### config.mk
export PLATFORM = sky130hd
export DESIGN_NAME = led_dimmer_slew_scheduler
export DESIGN_NICKNAME = d
export VERILOG_FILES = /design/src/hw/rtl/lds_pkg.sv /design/src/hw/rtl/lds_cfg_regs.sv /design/src/hw/rtl/lds_update.sv /design/src/hw/rtl/led_dimmer_slew_scheduler.sv
export SDC_FILE = /design/constraint.sdc
export NUM_CORES = 1
export LEC_CHECK = 0
export BUFFER_PORTS_ARGS = -buffer_cell sky130_fd_sc_hd__buf_2
export CORE_ASPECT_RATIO = 0.9
export CORE_MARGIN = 8
export CORE_UTILIZATION = 40
export CTS_CLUSTER_DIAMETER = 30
export DETAILED_ROUTE_END_ITERATION = 12
export PLACE_DENSITY = 0.67
export SLEW_MARGIN = 30
export SYNTH_ARGS = -nofsm -noshare
export SYNTH_HDL_FRONTEND = slang
export SYNTH_SLANG_ARGS = --single-unit
export TNS_END_PERCENT = 50
### constraint.sdc
create_clock -name clk_i -period 5.6 [get_ports clk_i]
set_clock_uncertainty 0.15 [all_clocks]
set_input_delay 0.56 -clock clk_i [delete_from_list [all_inputs] [get_ports clk_i]]
set_output_delay 0.56 -clock clk_i [all_outputs]
set_load 0.01 [all_outputs]
### src/hw/rtl/lds_pkg.sv
`default_nettype none
// ----------------------------------------------------------------------------
// lds_pkg
// Shared types and constants of the scheduled three-channel LED dimmer.
// ----------------------------------------------------------------------------
package lds_pkg;

  localparam int unsigned NumCh    = 3;
  localparam int unsigned DutyW    = 8;
  localparam int unsigned HourW    = 5;
  localparam int unsigned MinW     = 6;
  localparam int unsigned SecW     = 6;
  localparam int unsigned SampleW  = 12;
  localparam int unsigned ChanW    = 2;
  localparam int unsigned CfgIdxW  = 3;
  localparam int unsigned CfgDataW = 6;

  localparam logic [SecW-1:0]  SwitchSecond = SecW'(58);
  localparam logic [DutyW-1:0] NightOne     = DutyW'(125);
  localparam logic [DutyW-1:0] NightTwo     = DutyW'(44);
  localparam logic [DutyW-1:0] NightThree   = DutyW'(200);
  localparam int unsigned      SampleShift  = 4;

  localparam logic [CfgIdxW-1:0] RegOnHour     = CfgIdxW'(0);
  localparam logic [CfgIdxW-1:0] RegOnMinute   = CfgIdxW'(1);
  localparam logic [CfgIdxW-1:0] RegOffHour    = CfgIdxW'(2);
  localparam logic [CfgIdxW-1:0] RegOffMinute  = CfgIdxW'(3);
  localparam logic [CfgIdxW-1:0] RegAutoBright = CfgIdxW'(4);
  localparam logic [CfgIdxW-1:0] RegNightLight = CfgIdxW'(5);

  localparam logic KindTick  = 1'b0;
  localparam logic KindWrite = 1'b1;

  typedef logic [NumCh-1:0][DutyW-1:0] duty_vec_t;

  typedef struct packed {
    logic [HourW-1:0] on_hour;
    logic [MinW-1:0]  on_minute;
    logic [HourW-1:0] off_hour;
    logic [MinW-1:0]  off_minute;
    logic             auto_brightness;
    logic             night_light;
  } cfg_t;

  typedef struct packed {
    logic               kind;
    logic [SampleW-1:0] light_sample;
    logic [HourW-1:0]   clock_hour;
    logic [MinW-1:0]    clock_minute;
    logic [SecW-1:0]    clock_second;
    logic [ChanW-1:0]   target_channel;
    logic [DutyW-1:0]   target_value;
  } item_t;

  typedef struct packed {
    duty_vec_t duty;
    logic      lamp_on;
    logic      settled;
  } result_t;

endpackage
`default_nettype wire

### src/hw/rtl/lds_cfg_regs.sv
`default_nettype none
// ----------------------------------------------------------------------------
// lds_cfg_regs
// Schedule and mode register file written through the configuration channel.
// ----------------------------------------------------------------------------
module lds_cfg_regs import lds_pkg::*; (
  input  wire logic                clk_i,
  input  wire logic                rst_ni,
  input  wire logic                wr_en_i,
  input  wire logic [CfgIdxW-1:0]  wr_index_i,
  input  wire logic [CfgDataW-1:0] wr_data_i,
  output cfg_t                     cfg_o
);

  cfg_t cfg_q, cfg_d;

  always_comb begin
    cfg_d = cfg_q;
    if (wr_en_i) begin
      case (wr_index_i)
        RegOnHour:     cfg_d.on_hour         = wr_data_i[HourW-1:0];
        RegOnMinute:   cfg_d.on_minute       = wr_data_i[MinW-1:0];
        RegOffHour:    cfg_d.off_hour        = wr_data_i[HourW-1:0];
        RegOffMinute:  cfg_d.off_minute      = wr_data_i[MinW-1:0];
        RegAutoBright: cfg_d.auto_brightness = wr_data_i[0];
        RegNightLight: cfg_d.night_light     = wr_data_i[0];
        default:       cfg_d = cfg_q;
      endcase
    end
  end

  always_ff @(posedge clk_i or negedge rst_ni) begin
    if (!rst_ni) begin
      cfg_q <= '0;
    end else begin
      cfg_q <= cfg_d;
    end
  end

  assign cfg_o = cfg_q;

endmodule
`default_nettype wire

### src/hw/rtl/lds_update.sv
`default_nettype none
// ----------------------------------------------------------------------------
// lds_update
// Duty, target and power state with the per-beat schedule and slew update.
// ----------------------------------------------------------------------------
module lds_update import lds_pkg::*; (
  input  wire logic  clk_i,
  input  wire logic  rst_ni,
  input  wire item_t item_i,
  input  wire cfg_t  cfg_i,
  input  wire logic  commit_i,
  output result_t    res_o
);

  duty_vec_t duty_q, duty_d;
  duty_vec_t tgt_q, tgt_d;
  logic      pwr_q, pwr_d;
  logic      on_hit, off_hit, moved;
  logic [DutyW-1:0] level;

  assign level   = item_i.light_sample[SampleW-1 -: DutyW];
  assign on_hit  = (cfg_i.on_hour == item_i.clock_hour) &&
                   (cfg_i.on_minute == item_i.clock_minute) &&
                   (item_i.clock_second == SwitchSecond);
  assign off_hit = (cfg_i.off_hour == item_i.clock_hour) &&
                   (cfg_i.off_minute == item_i.clock_minute) &&
                   (item_i.clock_second == SwitchSecond);

  always_comb begin
    duty_d = duty_q;
    tgt_d  = tgt_q;
    pwr_d  = pwr_q;
    moved  = 1'b0;
    if (item_i.kind == KindTick) begin
      if (on_hit) pwr_d = 1'b1;
      if (off_hit) pwr_d = 1'b0;
      if (!pwr_d) tgt_d = '0;
      if (cfg_i.auto_brightness) begin
        for (int c = 0; c < NumCh; c++) begin
          tgt_d[c]  = level;
          duty_d[c] = level;
        end
      end
      if (cfg_i.night_light) begin
        tgt_d[0] = NightOne;
        tgt_d[1] = NightTwo;
        tgt_d[2] = NightThree;
      end
      for (int c = 0; c < NumCh; c++) begin
        if (!moved && (duty_d[c] > tgt_d[c])) begin
          duty_d[c] = duty_d[c] - DutyW'(1);
          moved     = 1'b1;
        end else if (!moved && (duty_d[c] < tgt_d[c])) begin
          duty_d[c] = duty_d[c] + DutyW'(1);
          moved     = 1'b1;
        end
      end
    end else begin
      for (int c = 0; c < NumCh; c++) begin
        if (item_i.target_channel == ChanW'(c)) tgt_d[c] = item_i.target_value;
      end
    end
  end

  always_ff @(posedge clk_i or negedge rst_ni) begin
    if (!rst_ni) begin
      duty_q <= '0;
      tgt_q  <= '0;
      pwr_q  <= 1'b0;
    end else if (commit_i) begin
      duty_q <= duty_d;
      tgt_q  <= tgt_d;
      pwr_q  <= pwr_d;
    end
  end

  assign res_o.duty    = duty_d;
  assign res_o.lamp_on = pwr_d;
  assign res_o.settled = (duty_d == tgt_d);

endmodule
`default_nettype wire

### src/hw/rtl/led_dimmer_slew_scheduler.sv
`default_nettype none
// ----------------------------------------------------------------------------
// led_dimmer_slew_scheduler
// Three-channel LED dimmer with a daily on/off schedule and duty slewing.
// Each beat passes an input register and then a result register; throughput:
// one beat per cycle unless the output stalls, set by the single-pass update.
// Reset: duties, targets, power state (lamp off) and valid flags cleared;
// the block accepts beats right after reset.
// ----------------------------------------------------------------------------
module led_dimmer_slew_scheduler import lds_pkg::*; (
  input  wire logic                clk_i,
  input  wire logic                rst_ni,
  input  wire logic                cfg_valid_i,
  output wire logic                cfg_ready_o,
  input  wire logic [CfgIdxW-1:0]  cfg_index_i,
  input  wire logic [CfgDataW-1:0] cfg_data_i,
  input  wire logic                in_valid_i,
  output wire logic                in_ready_o,
  input  wire logic                kind_i,
  input  wire logic [SampleW-1:0]  light_sample_i,
  input  wire logic [HourW-1:0]    clock_hour_i,
  input  wire logic [MinW-1:0]     clock_minute_i,
  input  wire logic [SecW-1:0]     clock_second_i,
  input  wire logic [ChanW-1:0]    target_channel_i,
  input  wire logic [DutyW-1:0]    target_value_i,
  output wire logic                out_valid_o,
  input  wire logic                out_ready_i,
  output wire logic [DutyW-1:0]    duty_one_o,
  output wire logic [DutyW-1:0]    duty_two_o,
  output wire logic [DutyW-1:0]    duty_three_o,
  output wire logic                lamp_on_o,
  output wire logic                settled_o
);

  cfg_t    cfg;
  item_t   item_q;
  result_t res_d, res_q;
  logic    in_vld_q, out_vld_q;
  logic    out_free, advance, in_take;

  assign cfg_ready_o = 1'b1;

  lds_cfg_regs u_cfg (
    .clk_i      (clk_i),
    .rst_ni     (rst_ni),
    .wr_en_i    (cfg_valid_i),
    .wr_index_i (cfg_index_i),
    .wr_data_i  (cfg_data_i),
    .cfg_o      (cfg)
  );

  assign out_free   = !out_vld_q || out_ready_i;
  assign advance    = in_vld_q && out_free;
  assign in_ready_o = !in_vld_q || advance;
  assign in_take    = in_valid_i && in_ready_o;

  // input beat register
  always_ff @(posedge clk_i or negedge rst_ni) begin
    if (!rst_ni) begin
      in_vld_q <= 1'b0;
    end else if (in_ready_o) begin
      in_vld_q <= in_valid_i;
    end
  end

  always_ff @(posedge clk_i) begin
    if (in_take) begin
      item_q.kind           <= kind_i;
      item_q.light_sample   <= light_sample_i;
      item_q.clock_hour     <= clock_hour_i;
      item_q.clock_minute   <= clock_minute_i;
      item_q.clock_second   <= clock_second_i;
      item_q.target_channel <= target_channel_i;
      item_q.target_value   <= target_value_i;
    end
  end

  lds_update u_update (
    .clk_i    (clk_i),
    .rst_ni   (rst_ni),
    .item_i   (item_q),
    .cfg_i    (cfg),
    .commit_i (advance),
    .res_o    (res_d)
  );

  // result beat register
  always_ff @(posedge clk_i or negedge rst_ni) begin
    if (!rst_ni) begin
      out_vld_q <= 1'b0;
    end else if (out_free) begin
      out_vld_q <= in_vld_q;
    end
  end

  always_ff @(posedge clk_i) begin
    if (advance) begin
      res_q <= res_d;
    end
  end

  assign out_valid_o  = out_vld_q;
  assign duty_one_o   = res_q.duty[0];
  assign duty_two_o   = res_q.duty[1];
  assign duty_three_o = res_q.duty[2];
  assign lamp_on_o    = res_q.lamp_on;
  assign settled_o    = res_q.settled;

endmodule
`default_nettype wire
Word-level counts from Yosys, hierarchy flattened
Index checks and enable logic that the tools add are counted.
W data, S select, Z words.
- bits in registers: 141
- input bits: 54
- word-level logic and storage cells: 103
- add/subtract/negate cells: 6
- order comparisons: 6
- eq/ne operators: 13
- multiplexer cells: 27
- reduce and logical (&&, ||, !) cells: 24
- operators by type and width (operator ; number):
    $mux W24 ; 8
    $mux W8 ; 9
    $add A8 B1 Y8 const B ; 3
    $eq A24 B24 Y1 ; 1
    $gt A8 B8 Y1 ; 3
    $lt A8 B8 Y1 ; 3
    $sub A8 B1 Y8 const B ; 3
    $eq A6 B6 Y1 ; 2
    $reduce_and A2 Y1 ; 6
    $eq A5 B5 Y1 ; 2
    $logic_and A1 B1 Y1 ; 10
    $mux W1 ; 10
    $eq A3 B2 Y1 const B ; 2
    $eq A3 B3 Y1 const B ; 2
    $eq A6 B6 Y1 const B ; 1
    $logic_not A1 Y1 ; 4
    $eq A3 B1 Y1 const B ; 1
    $logic_not A3 Y1 ; 1
    $eq A2 B1 Y1 const B ; 1
    $eq A2 B2 Y1 const B ; 1
    $logic_not A2 Y1 ; 1
    $logic_or A1 B1 Y1 ; 2

Longest topological paths before layout
Gate-level depths: netlist (run 1).
- depth after elaboration: 25
- mapped depth: 21

Modules after synthesis
From an unflattened synthesis (run 1), not the netlist that was laid out.
- cells, all modules: 860
- area, all modules: 8602.0 um^2
- by module, submodules not included (module ; instances ; cells each ; area each (um^2) ; sequential area each (um^2)):
    lds_update ; 1 ; 729 ; 5546.6 ; 1226.2
    led_dimmer_slew_scheduler ; 1 ; 76 ; 2097.0 ; 2031.9
    lds_cfg_regs ; 1 ; 55 ; 958.4 ; 600.6

Worst setup path before layout (run 1)
No wires, ideal clock.
- kind: register to register
- start point: reg item_q[16] in the netlist's numbering
- end point: reg res_q (netlist bit settled_o), data pin
- setup time: 0.190 ns
- arrival time: 4.591 ns
- data required time: 5.260 ns
- slack: 0.669 ns
- stages on the path, launching flop included: 21
- path buffers: 3
- path through: edfxtp_1 -> xor2_1 -> nor4_1 -> a41oi_2 -> nor3_2 -> buf_2 -> buf_1 -> nand2_1 -> a21o_1 -> ha_1 -> nand4_1 -> or2_1 -> buf_6 -> a31o_4 -> or4_4 -> o32ai_2 -> a211oi_2 -> xor2_1 -> nor3_2 -> nand4_1 -> a2111oi_2
- RTL lines (what ; RTL line ; text):
    start: declaration ; led_dimmer_slew_scheduler.sv:36 ; item_t item_q;
    end signal: assignment ; led_dimmer_slew_scheduler.sv:98 ; res_q <= res_d;
    end: declaration ; led_dimmer_slew_scheduler.sv:37 ; result_t res_d, res_q;

==> results of run 1 <==
## repair_timing
item                       4_1_cts  5_1_grt
hold buffers                     0        0
setup endpoints to repair        0        1
buffers inserted                 0        5
gates resized for setup          0       11
hold endpoints to repair         0        0
## synth_stat cells, drive strengths merged (6+ instances only)
cell / n
a211oi: 6
a21o: 11
a21oi: 51
a221oi: 6
a31o: 8
a31oi: 12
and3: 6
buf: 15
clkbuf: 24
dfrtp: 75
edfxtp: 62
ha: 30
inv: 45
mux2: 34
mux2i: 19
nand2: 126
nand2b: 11
nand3: 19
nand4: 13
nor2: 39
nor3: 15
nor4: 13
o211ai: 7
o21a: 8
o21ai: 69
o31ai: 8
xnor2: 26
xor2: 31
## path summary, 6_finish.rpt
path                                                 startpoint                               to  slack (ns)  depth (start not counted)
worst min-delay path                                     rst_ni  u_update.duty_q[11]$_DFFE_PN0P_       -0.01                          1
worst max-delay path                       item_q[16]$_DFFE_PP_              settled_o$_DFFE_PP_        0.19                         17
worst min register to register  u_update.duty_q[15]$_DFFE_PN0P_  u_update.duty_q[15]$_DFFE_PN0P_        0.34                          2
max in group asynchronous                                rst_ni       u_cfg.cfg_o[1]$_DFFE_PN0P_        4.69                          1
min in group clk_i                              clock_hour_i[1]             item_q[23]$_DFFE_PP_        0.15                          1
worst max register to register             item_q[16]$_DFFE_PP_              settled_o$_DFFE_PP_        0.19                         17
## state kept, by name (all words and copies together), names as in the netlist
name	count
item_q	36
u_cfg.cfg_o	24
u_update.duty_q	24
u_update.tgt_q	24
duty_one_o	8
duty_three_o	8
duty_two_o	8
in_vld_q	1
lamp_on_o	1
out_valid_o	1
settled_o	1
u_update.pwr_q	1
## per-stage QoR
stage          setup TNS, ns  setup slack (ns)  hold slack [ns]
4_1_cts                    0            0.0379           0.0560
3_5_place_dp               0            0.0694            0.329
5_1_grt              -0.0602           -0.0602           0.0511
3_3_place_gp               0             0.151            0.314
6_report                   0             0.193          -0.0110
2_1_floorplan              0             0.669            0.114
## power groups by stage
stage	Clock, mW	Sequential (mW)	Combinational, mW
2_1_floorplan	0	1.40	1.09
3_3_place_gp	0	1.43	1.45
3_5_place_dp	0	1.43	1.47
4_1_cts	1.17	1.41	1.48
5_1_grt	1.21	1.44	1.70
6_report	1.15	1.42	1.54
## metal layers
layer | global-route usage (%) | share of wire (%) | vias to the layer above
met3 | 4.25 | 7.9 | 31
met4 | 5.30 | 1.7 | 0
met1 | 25.8 | 47 | 3423
met2 | 27.2 | 44 | 307
li1 | - | - | 3344
met5 | 0 | 0 | -
## kinds of logic (layout without fill, tap and decap cells)
family          count (synthesis)  in the layout  share of synthesized area (%)
simple gates                  276            276                           15.7
buf+inv                        85            182                           4.31
other cells                     1              1                         0.0440
fa+ha+maj                      30             30                           4.40
xor+xnor                       59             59                           6.38
compound gates                227            227                           18.5
flops                         137            137                           43.8
mux                            53             53                           6.81
## worst max-delay path, delay by kind of cell (launching register included)
family,cells,cell delay (ns)
AOI/OAI and AO/OA,9,2.42
buffers and inverters,1,0.22
DFF,1,0.43
and+or+nand+nor,4,1.25
adders and majority gates,1,0.30
xor gates and xnor gates,2,0.44
## placed cells by master, fill, tap and decap left out, types with 4 or more instances in the layout
| cell | netlist | routed |
|---|---|---|
| mux2_2 | 34 | 34 |
| ha_1 | 30 | 30 |
| nand3b_1 | 4 | 4 |
| nor2_1 | 39 | 39 |
| buf_4 | 1 | 25 |
| o21ai_1 | 5 | 5 |
| a31o_2 | 7 | 7 |
| edfxtp_1 | 62 | 62 |
| a21o_1 | 11 | 11 |
| a21oi_1 | 50 | 48 |
| clkbuf_16 | 0 | 17 |
| o21ai_0 | 61 | 61 |
| o2111ai_1 | 4 | 4 |
| nand2b_1 | 11 | 11 |
| nor4_1 | 12 | 10 |
| nand4_1 | 13 | 13 |
| inv_1 | 45 | 45 |
| xor2_1 | 31 | 31 |
| a22o_1 | 5 | 5 |
| nor2b_1 | 5 | 4 |
| buf_2 | 6 | 76 |
| nand3_1 | 19 | 19 |
| o21a_1 | 8 | 8 |
| o221ai_1 | 4 | 4 |
| o31ai_1 | 8 | 8 |
| xnor2_1 | 26 | 26 |
| nand2_1 | 124 | 124 |
| dfrtp_1 | 75 | 74 |
| a31oi_1 | 11 | 11 |
| inv_8 | 0 | 4 |
| clkinv_8 | 0 | 8 |
| nor3_1 | 13 | 12 |
| mux2i_1 | 17 | 17 |
| o211ai_1 | 7 | 7 |
| and3_1 | 6 | 6 |
## final cells by class
cell class,count,share of cell area [%]
inverter,46,1.73
multi-input combinational,646,44.8
sequential,137,37.5
clock inverter,15,2.02
timing repair buffer,104,6.12
tap,286,3.58
clock buffer,17,4.26
==> summary.md, run 1 <==
| Metric | Value |
|---|---|
| Synth Cell Area | `8530 um2` |
| Largest stage delay, worst path | `0.55 ns` |
| Clk_lat worst skew | `0.43 ns` |
| Number of flops mapped to enable cells by yosys | `just over 60` |
| Placement Cell Area | `between 9000 and 10000 um2` |
| TritonCTS clock tree | `yes` |
| F_max | `0.185 GHz` |
| FFs w/ async S/R, synth | `54.7%` |
| Via Count | `slightly above 7000` |
| IO Pins | `83` |
| Clk pin slew, worst setup/hold paths | `0.07 ns` |
| Yosys warning count | `0` |
| Syn-to-layout area delta | `17.1%` |
| Total GRT Usage | `18.2%` |
| Multi-input logic area | `4470 um2` |
| Biggest area consumer among synthesized cells | `dfrtp_1` |
| Initial antenna violation count | `0` |
| Initial core utilization | `40.9%` |
| Root Driver | `clkbuf_16` |
| Maximum number of pins on one net before global-route repair | `76` |
| Power share of the clock group | `approximately 28%` |
| Final WL | `23700 um` |
| Hold WS | `-0.0110 ns` |
| Maximum root-to-sink buffer count | `2` |
| Crit start category | `register` |
| Non-Filler Instances | `1251` |
| Final setup violation count | `0` |
| Psw | `1.62 mW` |
| Fill count | `a little under 2000` |
| Synth top area cells | `dfrtp_1, edfxtp_1, nand2_1` |
| HP Class | `in2async` |
| Internal | `2.49 mW` |
| H-tree depth | `4` |
| Seq pwr share | `34.5%` |
| Status | `finished, violations left` |
| Core Box Area | `20800 um2` |
| Tightest Pin Transition | `1.00 ns` |
| CTS buffer count | `17` |
| Total power | `4.11 mW` |
| Placed Cells | `1214` |
| Post-synth top flop | `dfrtp_1` |
| Critical Path AT | `5.50 ns` |
| Die area | `26300 um2` |
| Violated checks | `negative hold slack` |
| Switching fraction of total power | `around two fifths` |
| Via density | `5.68` |
| Net Count, Synth | `952` |
| Syn Inst Count | `868` |
| Leakage | `~4.1 nW` |
| Core Util, Final | `47.9%` |
| Chip Height | `155 um` |
| Post-synth top area share | `22.0%` |
| Overflow after GRT | `0` |
| Unique masters post-synth | `88` |
| Crit path time final | `5.41 ns` |
| Layout cells sized above 1 | `between 20% and 30%` |
| Nets | `around 1000` |
| Final Hold Fails | `1` |
| Final instance area | `9980 um2` |
| Max-cap violations | `0` |
| N_diodes | `0` |
| Vias in the first global route | `6716` |
| CTS Sinks | `137` |
| Crit path top cell by count | `xor2_1` |
| Flops & latches, synth | `137` |
| DRT Pass-1 Iters | `5` |
| Post-synthesis sequential area ratio | `a little over two fifths` |
| Mean post-synth cell area | `9.82 um2` |
| GP Congestion | `roughly 0.9` |
| DRC Markers | `0` |
| Slowest CP cell | `or4_1` |
| PD cells | `a little over 400 nW/um2` |
| Crit Path Class | `reg2reg` |
| HPWL after detailed placement | `16900 um` |
| Data required, critical path | `5.69 ns` |
| Port-buffer cells | `77` |
| Slew margin rel. | `33.2%` |
| Routed len/inst | `~19 um` |
| First-pass GRT wire length | `around 38000 um` |
| Final Max Slew Viols | `0` |
| Crit path max fanout | `9` |
| Iteration-0 DRC Markers | `613` |
| CP endpoint kind | `register` |
| FF+latch area | `3740 um2` |
| Critical Path, Cell by Cell | `xor2_1 -> nor4_2 -> a41oi_2 -> or4_1 -> a21o_1 -> ha_1 -> and3_1 -> a221o_1 -> a221oi_4 -> buf_4 -> o2111a_1 -> o211a_1 -> o221ai_1 -> xor2_1 -> a211oi_1 -> nand4_1 -> a2111oi_2` |
| Die X-Extent | `170 um` |
| Final Cycle Share | `between 90% and 100%` |
| Comb pwr share | `37.5%` |
| Final ANT Viol Nets | `0` |
| Core Rows | `50` |
| Max IR drop VDD | `293 uV` |
No activity file was read; power rests on OpenSTA's default activity.
==> run 2: changes to the inputs <==
- ABC_AREA: default -> 1
- PLACE_DENSITY: 0.67 -> 0.66
- clock period: 5.6 -> 6.2 ns (I/O delays scaled with it)
==> summary.md, run 2 <==
| Metric | Value |
|---|---|
| Status | `finished, violations left` |
| Violated checks | `negative hold slack` |
| Maximum number of pins on one net before global-route repair | `75 (-1.3%)` |
| Crit Path Class | `reg2reg` |
| HP Class | `in2async` |
| H-tree depth | `4 (unchanged)` |
| First-pass GRT wire length | `42300 um (+13%)` |
| Max IR drop VDD | `206 uV (-29%)` |
| Synth top area cells | `dfrtp_1, edfxtp_1, nand2_1` |
| Flops & latches, synth | `137 (unchanged)` |
| Overflow after GRT | `0 (unchanged)` |
| Final WL | `26000 um (+9.6%)` |
| Initial core utilization | `40.8% (-0.16 points)` |
| F_max | `0.201 GHz (+8.4%)` |
| Syn-to-layout area delta | `13.2%` |
| IO Pins | `83 (unchanged)` |
| Unique masters post-synth | `44 (-50%)` |
| Mean post-synth cell area | `7.30 um2 (-26%)` |
| Core Rows | `52 (+4.0%)` |
| CTS buffer count | `17 (unchanged)` |
| Clk pin slew, worst setup/hold paths | `0.07 ns (about the same)` |
| Clk_lat worst skew | `0.43 ns (about the same)` |
| Initial antenna violation count | `0 (unchanged)` |
| Hold_buf cts | `0 (unchanged)` |
| Tightest Pin Transition | `0.932 ns (-0.0679 ns)` |
| Post-cts resize count | `0 (unchanged)` |
| Yosys warning count | `0 (unchanged)` |
| Crit path max fanout | `19 (+10)` |
| TritonCTS clock tree | `yes` |
| Port-buffer cells | `77 (unchanged)` |
| Die area | `28000 um2 (+6.6%)` |
| Root Driver | `clkbuf_16` |
| N_diodes | `0 (unchanged)` |
| Post-synthesis sequential area ratio | `40.9% (-3.0 points)` |
| Die X-Extent | `175 um (+3.3%)` |
| Final Max Slew Viols | `0 (unchanged)` |
| Via Count | `8246 (+16%)` |
| Synth cell count leaders | `nand2_1, inv_1, nand3_1` |
| Net Count, Synth | `1337 (+40%)` |
| Most common cell after layout, fill and taps aside | `nand2_1` |
| Number of flip-flops under the largest register name | `36 (unchanged)` |
| Final Cycle Share | `80.4% (-16 points)` |
| Maximum root-to-sink buffer count | `2 (unchanged)` |
| Post-CTS Setup Bufs | `0 (unchanged)` |
| Unrepaired setup endpoints after global routing | `no` |
| GP Congestion | `0.889 (-1.3%)` |
| DRC Markers | `0 (unchanged)` |
| Count leader, synth | `nand2_1` |
| Post-synth top area share | `20.5% (-1.5 points)` |
| Leakage | `5.21 nW (+26%)` |
| Layout cells sized above 1 | `14.4% (-8.3 points)` |
| Number of flops mapped to enable cells by yosys | `62 (unchanged)` |
| Synth Cell Area | `9150 um2 (+7.3%)` |
| Crit start category | `register` |
| Hold WS | `-0.00685 ns (+0.00414 ns)` |
| Nets | `1401 (+35%)` |
| CP endpoint kind | `register` |
| Total GRT Usage | `19.0% (+0.80 points)` |
| Slew margin rel. | `37.7% (+4.5 points)` |
| Crit path time final | `4.99 ns (-0.421 ns)` |
| Final ANT Viol Nets | `0 (unchanged)` |
| Iteration-0 DRC Markers | `796 (+30%)` |
| Final TNS setup | `0 ns (unchanged)` |
| Final instance area | `10400 um2 (+3.8%)` |
| Largest register by flop count | `item_q` |
| HPWL after detailed placement | `18800 um (+11%)` |
| Data required, critical path | `6.33 ns (+0.64 ns)` |
| Critical Path AT | `5.11 ns (-0.39 ns)` |
| PD cells | `418 nW/um2 (+1.5%)` |
| Post-synth top flop | `dfrtp_1` |
| CTS Sinks | `137 (unchanged)` |
| Syn Inst Count | `1253 (+44%)` |
| Max-cap violations | `0 (unchanged)` |
| Routed len/inst | `16.0 um (-16%)` |
| Vias in the first global route | `7899 (+18%)` |
| Chip Height | `159 um (+3.2%)` |
| Final setup violation count | `0 (unchanged)` |
| FFs w/ async S/R, synth | `54.7% (unchanged)` |
| Final Hold Fails | `6 (+5)` |
| Most frequent cells in the layout | `nand2_1, inv_1, nand3_1` |
| Core Box Area | `22400 um2 (+7.7%)` |
| DRT Pass-1 Iters | `6 (+1)` |
| Placement Cell Area | `9750 um2 (+5.2%)` |
| Biggest area consumer among synthesized cells | `dfrtp_1` |
| Via density | `5.07 (-11%)` |
## run 2: cell count changes after synthesis, sizes merged, moves of 11 or more
cell | before | now
a21oi | 51 | 40
inv | 45 | 170
mux2 | 34 | 0
mux2i | 19 | 0
nand2 | 126 | 452
nand2b | 11 | 0
nand3 | 19 | 109
nor2 | 39 | 82
nor4 | 13 | 0
o21ai | 69 | 114
xnor2 | 26 | 10
xor2 | 31 | 13
## run 2: routing by layer
layer | share of wire, % | global-route usage [%] | vias to the layer above
met3 | 7.7 | 4.50 | 44
met4 | 2.7 | 6.93 | 0
met5 | 0 | 0 | -
met1 | 46 | 25.9 | 3736
met2 | 44 | 28.9 | 314
li1 | - | - | 4152
## run 2: worst paths after layout
path                                                   endpoint                      startpoint  slack (ns)  cells past startpoint
worst max register to register              settled_o$_DFFE_PP_            item_q[21]$_DFFE_PP_        1.21                     26
min in group clk_i                         item_q[26]$_DFFE_PP_                 clock_hour_i[4]        0.21                      1
max in group asynchronous       u_update.duty_q[15]$_DFFE_PN0P_                          rst_ni        4.90                      2
worst min-delay path                u_cfg.cfg_o[14]$_DFFE_PN0P_                          rst_ni      -0.007                      1
worst max-delay path                        settled_o$_DFFE_PP_            item_q[21]$_DFFE_PP_        1.21                     26
worst min register to register   u_update.duty_q[6]$_DFFE_PN0P_  u_update.duty_q[6]$_DFFE_PN0P_        0.34                      2
## run 2: power breakdown
| group | switching, mW | internal (mW) |
|---|---|---|
| combinational | 1.29 | 0.606 |
| sequential | 0.164 | 1.20 |
| clock | 0.450 | 0.610 |
| total | 1.91 | 2.42 |
## run 2: logic make-up after synthesis
family,count (synthesis),share of synthesized area [%]
other,1,0.0410
DFF,137,40.9
xor gates and xnor gates,23,2.20
adders and majority gates,30,4.10
AOI/OAI and AO/OA,168,10.7
and+or+nand+nor,683,32.7
buffers and inverters,211,9.45
## run 2: critical path: stages (launching register included)
cell and delay (ns):
edfxtp_1 0.44, xnor2_1 0.23, nand2_1 0.09, nor2_1 0.12, nand3_1 0.67, nand2_1 0.50, inv_1 0.15, nand2_1 0.08
nand2_1 0.04, nand2_1 0.13, ha_1 0.14, nand3_1 0.12, inv_1 0.08, nand2_1 0.05, nand2_1 0.19, nand2_1 0.15
nor2_4 0.23, nand4_1 0.17, nand2_1 0.12, nand2_1 0.07, nand3_2 0.08, nand2_2 0.09, nand2_1 0.06, nand2_1 0.04
nor2_1 0.27, nand3_1 0.20, nor3_2 0.14
## run 2: cell type report
class / count / area, um2
Fill cell: 2230 / 12100
Multi-Input combinational cell: 905 / 4550
Clock buffer: 17 / 425
Tap cell: 297 / 372
Timing Repair Buffer: 84 / 440
Sequential cell: 137 / 3740
Clock inverter: 15 / 184
Inverter: 172 / 648
## run 2: through the flow
stage / hold slack, ns / total power, mW / cells / setup WS (ns) / utilization, %
CTS: 0.00575 / 4.33 / 1627 / 1.37 / 46.2
floorplan: 0.174 / 2.77 / 1253 / 2.74 / -
detailed placement: 0.324 / 3.25 / 1595 / 1.46 / 43.4
finish: -0.00685 / 4.33 / 1627 / 1.21 / 46.2
global placement: 0.319 / 3.21 / 1595 / 1.43 / 43.4
global route: 0.0242 / 4.69 / 1627 / 0.956 / 46.2
